[config.mk]
export PLATFORM = sky130hd
export DESIGN_NAME = tcgr_ctrl
export DESIGN_NICKNAME = d
export VERILOG_FILES = /design/src/rtl/core/tcgr_pkg.sv /design/src/rtl/core/tcgr_ctrl.sv
export SDC_FILE = /design/constraint.sdc
export NUM_CORES = 1
export LEC_CHECK = 0
export BUFFER_PORTS_ARGS = -buffer_cell sky130_fd_sc_hd__buf_2
export CAP_MARGIN = 20
export CELL_PAD_IN_SITES_DETAIL_PLACEMENT = 1
export CELL_PAD_IN_SITES_GLOBAL_PLACEMENT = 1
export CORE_AREA = 4 4 41 43
export DETAILED_ROUTE_END_ITERATION = 7
export DIE_AREA = 0 0 45 47
export GPL_TIMING_DRIVEN = 1
export PLACE_DENSITY_LB_ADDON = 0.1
export SETUP_SLACK_MARGIN = 0.15
export SLEW_MARGIN = 5
export SYNTH_ARGS = -nofsm -noshare
export SYNTH_HDL_FRONTEND = slang
export SYNTH_SLANG_ARGS = --single-unit
[constraint.sdc]
create_clock -name clk -period 3.86 [get_ports clk]
set_input_delay 1.158 -clock clk [delete_from_list [all_inputs] [get_ports clk]]
set_output_delay 1.158 -clock clk [all_outputs]
set_load 0.05 [all_outputs]
[src/rtl/core/tcgr_pkg.sv]
// ----------------------------------------------------------------------------
// tcgr_pkg: shared types and constants for the text console glyph renderer
// Item layouts, register indexes, character codes, controller/datapath
// command and status bundles, and character classification helpers.
// ----------------------------------------------------------------------------
package tcgr_pkg;

  // Default glyph geometry and store size.
  localparam int GLYPH_HEIGHT_DEF = 16;
  localparam int GLYPH_COUNT_DEF  = 128;

  // Field widths.
  localparam int COL_W      = 8;
  localparam int ROW_W      = 8;
  localparam int PITCH_W    = 14;
  localparam int COLOUR_W   = 32;
  localparam int OFF_W      = 26;
  localparam int FADDR_W    = 11;
  localparam int BYTE_W     = 8;
  localparam int CFG_IDX_W  = 3;
  localparam int CFG_DATA_W = 32;

  // A glyph is eight pixels wide, so a column is three address bits of shift.
  localparam int GLYPH_W_SHIFT = 3;

  // Register reset values.
  localparam logic [COL_W-1:0]    TEXT_COLUMNS_RST = 8'd80;
  localparam logic [ROW_W-1:0]    TEXT_ROWS_RST    = 8'd30;
  localparam logic [PITCH_W-1:0]  LINE_PITCH_RST   = 14'd640;
  localparam logic [COLOUR_W-1:0] FG_COLOUR_RST    = 32'hFFFF_FFFF;
  localparam logic [COLOUR_W-1:0] BG_COLOUR_RST    = 32'h0000_0000;

  // Character codes.
  localparam logic [BYTE_W-1:0] CHAR_NEWLINE = 8'h0A;
  localparam logic [BYTE_W-1:0] CHAR_RETURN  = 8'h0D;
  localparam logic [BYTE_W-1:0] CHAR_TAB     = 8'h09;
  localparam logic [BYTE_W-1:0] CHAR_FIRST   = 8'h20;
  localparam logic [BYTE_W-1:0] CHAR_LAST    = 8'h7F;
  localparam logic [BYTE_W-1:0] CHAR_SPACE   = 8'h20;
  localparam logic [COL_W:0]    TAB_STEP     = 9'd4;

  // Configuration register indexes.
  typedef enum logic [CFG_IDX_W-1:0] {
    CFG_TEXT_COLUMNS = 3'd0,
    CFG_TEXT_ROWS    = 3'd1,
    CFG_LINE_PITCH   = 3'd2,
    CFG_FG_COLOUR    = 3'd3,
    CFG_BG_COLOUR    = 3'd4
  } cfg_reg_t;

  // Input opcodes and result kinds.
  localparam logic OP_PUT_CHAR     = 1'b0;
  localparam logic OP_FONT_WRITE   = 1'b1;
  localparam logic KIND_GLYPH_ROW  = 1'b0;
  localparam logic KIND_SCROLL     = 1'b1;

  // Input item.
  typedef struct packed {
    logic               opcode;
    logic [BYTE_W-1:0]  char_code;
    logic [FADDR_W-1:0] font_address;
    logic [BYTE_W-1:0]  font_byte;
  } in_item_t;

  // Result item.
  typedef struct packed {
    logic                kind;
    logic [OFF_W-1:0]    pixel_offset;
    logic [BYTE_W-1:0]   row_bits;
    logic [COLOUR_W-1:0] fore_value;
    logic [COLOUR_W-1:0] back_value;
    logic                last;
  } out_item_t;

  // What an input item asks for.
  typedef enum logic [2:0] {
    CLS_FONT,
    CLS_NEWLINE,
    CLS_RETURN,
    CLS_TAB,
    CLS_GLYPH
  } char_class_t;

  // Cursor movement selector.
  typedef enum logic [1:0] {
    ADV_NEWLINE,
    ADV_RETURN,
    ADV_TAB,
    ADV_GLYPH
  } adv_t;

  // Controller states.
  typedef enum logic [1:0] {
    ST_IDLE,
    ST_BASE,
    ST_ROWS,
    ST_SCROLL
  } state_t;

  // Controller to datapath commands.
  typedef struct packed {
    logic font_wr;
    logic ld_glyph;
    logic ld_base;
    logic row_load;
    logic scroll_load;
    logic cursor_commit;
    adv_t adv_sel;
  } ctrl_cmd_t;

  // Datapath to controller status.
  typedef struct packed {
    char_class_t in_class;
    logic        out_free;
    logic        row_last;
    logic        scroll;
  } ctrl_sts_t;

  // Sort an input item into the action it requires.
  function automatic char_class_t classify(input in_item_t item);
    char_class_t cls;
    if (item.opcode == OP_FONT_WRITE) begin
      cls = CLS_FONT;
    end else begin
      case (item.char_code)
        CHAR_NEWLINE: cls = CLS_NEWLINE;
        CHAR_RETURN:  cls = CLS_RETURN;
        CHAR_TAB:     cls = CLS_TAB;
        default:      cls = CLS_GLYPH;
      endcase
    end
    return cls;
  endfunction

  // Bytes outside 0x20 to 0x7F draw as a space.
  function automatic logic [BYTE_W-1:0] glyph_of(input logic [BYTE_W-1:0] ch);
    return (ch inside {[CHAR_FIRST:CHAR_LAST]}) ? ch : CHAR_SPACE;
  endfunction

endpackage

[src/rtl/core/tcgr_ctrl.sv]
// ----------------------------------------------------------------------------
// tcgr_ctrl: sequencing state machine
// Accepts items when idle, then walks a glyph through its offset setup,
// its row emission and an optional scroll, which a newline or tab may also add.
// ----------------------------------------------------------------------------
module tcgr_ctrl (
  input  logic                clk,
  input  logic                rst_n,
  input  logic                in_valid,
  output logic                in_stall,
  output logic                cfg_ready,
  input  tcgr_pkg::ctrl_sts_t sts,
  output tcgr_pkg::ctrl_cmd_t cmd
);

  tcgr_pkg::state_t state_r;
  tcgr_pkg::state_t state_nxt;
  logic             accept;

  assign accept = in_valid && (state_r == tcgr_pkg::ST_IDLE);

  // State register.
  always_ff @(posedge clk) begin
    if (!rst_n) begin
      state_r <= tcgr_pkg::ST_IDLE;
    end else begin
      state_r <= state_nxt;
    end
  end

  // Next state.
  always_comb begin
    state_nxt = state_r;
    case (state_r)
      tcgr_pkg::ST_IDLE: begin
        if (accept) begin
          if (sts.in_class == tcgr_pkg::CLS_GLYPH) begin
            state_nxt = tcgr_pkg::ST_BASE;
          end else if ((sts.in_class == tcgr_pkg::CLS_NEWLINE ||
                        sts.in_class == tcgr_pkg::CLS_TAB) && sts.scroll) begin
            state_nxt = tcgr_pkg::ST_SCROLL;
          end
        end
      end
      tcgr_pkg::ST_BASE: begin
        state_nxt = tcgr_pkg::ST_ROWS;
      end
      tcgr_pkg::ST_ROWS: begin
        if (sts.out_free && sts.row_last) begin
          state_nxt = sts.scroll ? tcgr_pkg::ST_SCROLL : tcgr_pkg::ST_IDLE;
        end
      end
      tcgr_pkg::ST_SCROLL: begin
        if (sts.out_free) begin
          state_nxt = tcgr_pkg::ST_IDLE;
        end
      end
      default: begin
        state_nxt = tcgr_pkg::ST_IDLE;
      end
    endcase
  end

  // Outputs and datapath commands.
  always_comb begin
    in_stall          = (state_r != tcgr_pkg::ST_IDLE);
    cfg_ready         = (state_r == tcgr_pkg::ST_IDLE);
    cmd.font_wr       = 1'b0;
    cmd.ld_glyph      = 1'b0;
    cmd.ld_base       = 1'b0;
    cmd.row_load      = 1'b0;
    cmd.scroll_load   = 1'b0;
    cmd.cursor_commit = 1'b0;
    cmd.adv_sel       = tcgr_pkg::ADV_GLYPH;
    case (state_r)
      tcgr_pkg::ST_IDLE: begin
        case (sts.in_class)
          tcgr_pkg::CLS_NEWLINE: cmd.adv_sel = tcgr_pkg::ADV_NEWLINE;
          tcgr_pkg::CLS_RETURN:  cmd.adv_sel = tcgr_pkg::ADV_RETURN;
          tcgr_pkg::CLS_TAB:     cmd.adv_sel = tcgr_pkg::ADV_TAB;
          default:               cmd.adv_sel = tcgr_pkg::ADV_GLYPH;
        endcase
        cmd.font_wr       = accept && (sts.in_class == tcgr_pkg::CLS_FONT);
        cmd.ld_glyph      = accept && (sts.in_class == tcgr_pkg::CLS_GLYPH);
        cmd.cursor_commit = accept && (sts.in_class == tcgr_pkg::CLS_NEWLINE ||
                                       sts.in_class == tcgr_pkg::CLS_RETURN ||
                                       sts.in_class == tcgr_pkg::CLS_TAB);
      end
      tcgr_pkg::ST_BASE: begin
        cmd.ld_base = 1'b1;
      end
      tcgr_pkg::ST_ROWS: begin
        cmd.row_load      = sts.out_free;
        cmd.cursor_commit = sts.out_free && sts.row_last;
      end
      tcgr_pkg::ST_SCROLL: begin
        cmd.scroll_load = sts.out_free;
      end
      default: begin
      end
    endcase
  end

  // The offset setup state is always followed by row emission.
  a_base_then_rows: assert property (@(posedge clk) disable iff (!rst_n)
    (state_r == tcgr_pkg::ST_BASE) |=> (state_r == tcgr_pkg::ST_ROWS))
    else $error("offset setup not followed by row emission");

  // While rows go out, the cursor moves only with the final row.
  a_commit_on_last_row: assert property (@(posedge clk) disable iff (!rst_n)
    (state_r == tcgr_pkg::ST_ROWS && cmd.cursor_commit) |-> (cmd.row_load && sts.row_last))
    else $error("cursor moved before the final glyph row");

endmodule

### Yosys cells after proc, flatten, opt, wreduce, memory -nomap -nowiden

Cells that the tools add are included.

| word-level totals | value |
|---|---|
| register bits after elaboration | 2 |
| input bits | 9 |
| output and inout port bits | 10 |
| logic and storage cells | 39 |

| cells by class | value |
|---|---|
| equal/unequal tests | 11 |
| multiplexer cells | 14 |
| reduce and logical (&&, ||, !) cells | 13 |

Operators with widths:

| cell | count |
|---|---|
| 2-bit two-way mux | 8 |
| 2-bit one-hot mux with 4 select lines | 1 |
| 3-bit by 2-bit == test with 1-bit output, second input constant | 2 |
| 1-bit logical AND | 6 |
| 2-bit one-hot mux with 3 select lines | 1 |
| 2-bit == test, second input constant | 2 |
| 2-bit inequality test, second input constant | 2 |
| 4-bit AND reduction | 1 |
| 3-bit by 1-bit == test with 1-bit output, second input constant | 1 |
| 3-bit == test, second input constant | 1 |
| 3-bit zero test | 1 |
| 1-bit logical OR | 3 |
| 1-bit two-way mux | 3 |
| 3-bit by 1-bit inequality test with 1-bit output, second input constant | 1 |
| 2-bit by 1-bit == test with 1-bit output, second input constant | 1 |
| 2-bit zero test | 1 |
| 2-bit by 1-bit inequality test with 1-bit output, second input constant | 1 |
| 1-bit one-hot mux with 2 select lines | 1 |
| 2-bit nonzero test | 1 |

### Depth between registers and ports, before layout

| depth | value |
|---|---|
| depth after elaboration | 7 |
| gate-level depth with buffers | 5 |
| gate-level depth less buffers | 4 |

### Worst setup path before layout

OpenSTA, ideal clock, no wires.

| timing path | value |
|---|---|
| kind | input to output |
| from | input sts[4] (netlist bit) |
| to | output cmd[6] (netlist bit) |
| arrival | 2.107 ns |
| data required time | 2.702 ns |
| setup slack | 0.595 ns |
| stages on the path | 3 |
| buffers on the path | 0 |
| cells stage by stage | nor2_1 > nand3_1 > nor2_1 |

RTL lines:

| item | line | text |
|---|---|---|
| start, declared | tcgr_ctrl.sv:12 | `input tcgr_pkg::ctrl_sts_t sts,` |
| end, declared | tcgr_ctrl.sv:13 | `output tcgr_pkg::ctrl_cmd_t cmd` |

==> impl_metrics.py <==
metrics = {
    "status": {
        "status": "complete, no violations",
    },
    "final_layout": {
        "fillers": 174,
        "layout_commonest_cell": "buf_2",
        "largest_reg_flops": 2,
        "n_antenna_cell": 0,
        "drive_gt1_share_pct": 48.1,
        "regMostFlops": "state_r",
        "fin_nets": 65,
        "area_growth_pct": 42.6,
        "layout_common_cells": "buf_2 (18), nor2_1 (6), nand2_1 (4)",
        "top_regs": "state_r (2)",
        "instances_no_fill": 69,
        "fin_util_pct": 28.0,
    },
    "route": {
        "routed_wl_um": 822,
        "drtIter0Drc": 1,
        "first_pass_iters": 4,
        "route.vias.total": 315,
        "viasPerCell": 4.57,
        "wl_per_cell_um": 11.9,
        "detail-route-antenna-nets": 0,
        "drc": 0,
    },
    "grt": {
        "grt_pass1_wl_mm": 1.32,
        "antenna_found_initial": 0,
        "grt.total_usage_pct": 8.51,
        "grt_max_degree": 11,
        "grt_overflow": 0,
        "grt_pass1_vias": 313,
    },
    "worst_setup_path": {
        "crit_fanout": 5,
        "cp.arrival_ps": 2040,
        "cp-end-kind": "output pin",
        "path_class": "in -> out",
        "startpoint_type": "input port",
        "r2r_slack_ps": 2380,
        "critPathRequiredTime_ps": 2700,
    },
    "sta": {
        "worst_slack_ps": 665,
        "worstMarginPinSlew_ps": 381,
        "fin_crit_sh_pct": 82.8,
        "hold_viol": 0,
        "finalHoldWorstSlack_ps": 793,
        "drv_slew": 0,
        "fin_crit_ps": 3190,
        "final.setup.tns_ps": 0,
        "max_freq_mhz": 313,
        "rsz0062_at_grt": "no",
        "setup_viol": 0,
        "finClkSkew_ps": 0.427,
        "slew_headroom_pct": 74.6,
    },
    "placement": {
        "placed_cells": 66,
        "port_buffers": 18,
        "place_congestion": 0.766,
        "preCtsSetupSlack_ps": 672,
        "dp_hpwl_um": 677,
    },
    "clock_tree": {
        "insertion_delay_ps": 220,
        "clock-root-buffer": "clkbuf_4",
        "cts_hold_buffers": 0,
        "cts_tree": "built",
        "cts_buffers": 3,
        "post_cts_buffers": 0,
        "cts_resized": 0,
        "cts.clk_slew.worst_paths_ps": 30,
        "htreeDepth": 1,
        "clock_tree.buffer_depth": 2,
        "cts_sinks": 2,
    },
    "floorplanning": {
        "ioPinCount": 19,
        "core_area_um2": 1300,
        "die_area_um2": 2120,
        "die_w_um": 45,
        "die_h_um": 47,
        "std_cell_rows": 13,
        "initial_core_util_pct": 19.6,
    },
    "synth": {
        "synth_top_area_share_pct": 15.7,
        "syn_inst": 35,
        "synth_nets": 44,
        "ys_seq_area_share_pct": 15.7,
        "synth.avg_cell_area_um2": 7.29,
        "ys_types": 20,
        "post-synth-top-area-cell": "dfxtp_1",
        "synth_area_um2": 255,
        "yosys-top-cells-area": "dfxtp_1 (16%), buf_6 (8.8%), nor2_1 (8.8%), and3_1 (7.4%), mux2_4 (5.9%)",
        "ys.warnings.count": 0,
        "ys_ff_latch": 2,
    },
    "power_and_ir_drop": {
        "power.density_nw_per_um2": 634,
        "power_leakage_nw": 0.218,
        "ir_drop_uv": 260,
    },
    "min_path": {
        "hold_class": "reg -> reg",
    },
    "job": {
        "drv_cap": 0,
    },
}
[per-stage QoR]
stage                     cell area, um2  total power, W
after global routing                 364        0.000247
after floorplan                      255        0.000162
final                                364        0.000231
after global placement               342        0.000185
after detailed placement             342        0.000186
after CTS                            364        0.000236
[logic make-up (layout without fill, tap and decap cells)]
kind of cell | Yosys count | count (layout) | share of synthesized area (%)
buf+inv | 5 | 24 | 13.2
simple gates | 20 | 20 | 43.1
flops | 2 | 2 | 15.7
xor+xnor | 1 | 1 | 3.43
mux | 1 | 1 | 5.88
compound gates | 6 | 6 | 18.6
[path summary, 6_finish.rpt]
kind / start / endpoint / depth (start not counted)
max: sts[5] / cmd[2] / 5
min: state_r[0] / state_r[0] / 2
max reg2reg: state_r[1] / state_r[1] / 4
min reg2reg: state_r[0] / state_r[0] / 2
[report_power, final]
part | leakage (nW) | internal (W) | switching (W)
Sequential | 0.0164 | 0.0000262 | 0.0000154
Clock | 0.0138 | 0.0000343 | 0.0000117
Combinational | 0.187 | 0.0000401 | 0.000103
Total | 0.218 | 0.000101 | 0.000130
[worst max-delay path: stages]
cell and delay (ps):
buf_2 120, nor4_1 310, a31oi_1 70, nor2_1 100
buf_2 270
[metal layers]
layer	vias up	global-route usage [%]	share of wire [%]
met5	-	0	0
met3	0	2.30	5.7
met1	143	10.8	48
li1	160	-	-
met4	0	3.51	0
met2	12	13.6	47
[cells in the mapped netlist]
| master | n |
|---|---|
| a21o_1 | 1 |
| a21oi_1 | 1 |
| a31oi_1 | 2 |
| a41o_1 | 1 |
| and2b_2 | 1 |
| and3_1 | 3 |
| and3_2 | 1 |
| buf_6 | 2 |
| dfxtp_1 | 2 |
| inv_1 | 3 |
| mux2_4 | 1 |
| nand2_1 | 4 |
| nand3_1 | 1 |
| nand3b_1 | 1 |
| nor2_1 | 6 |
| nor2_4 | 1 |
| nor3b_1 | 1 |
| nor4_1 | 1 |
| o22ai_2 | 1 |
| xor2_1 | 1 |
[cell type report]
type                       instances  area [um2]  area share, %
clock buffer                       3        22.5           6.19
inverter                           3        11.3           3.09
multi-input combinational         28         181           49.8
sequential                         2        40.0           11.0
tap                               15        18.8           5.15
timing repair buffer              18        90.1           24.7
(Power assumes the default switching activity.)
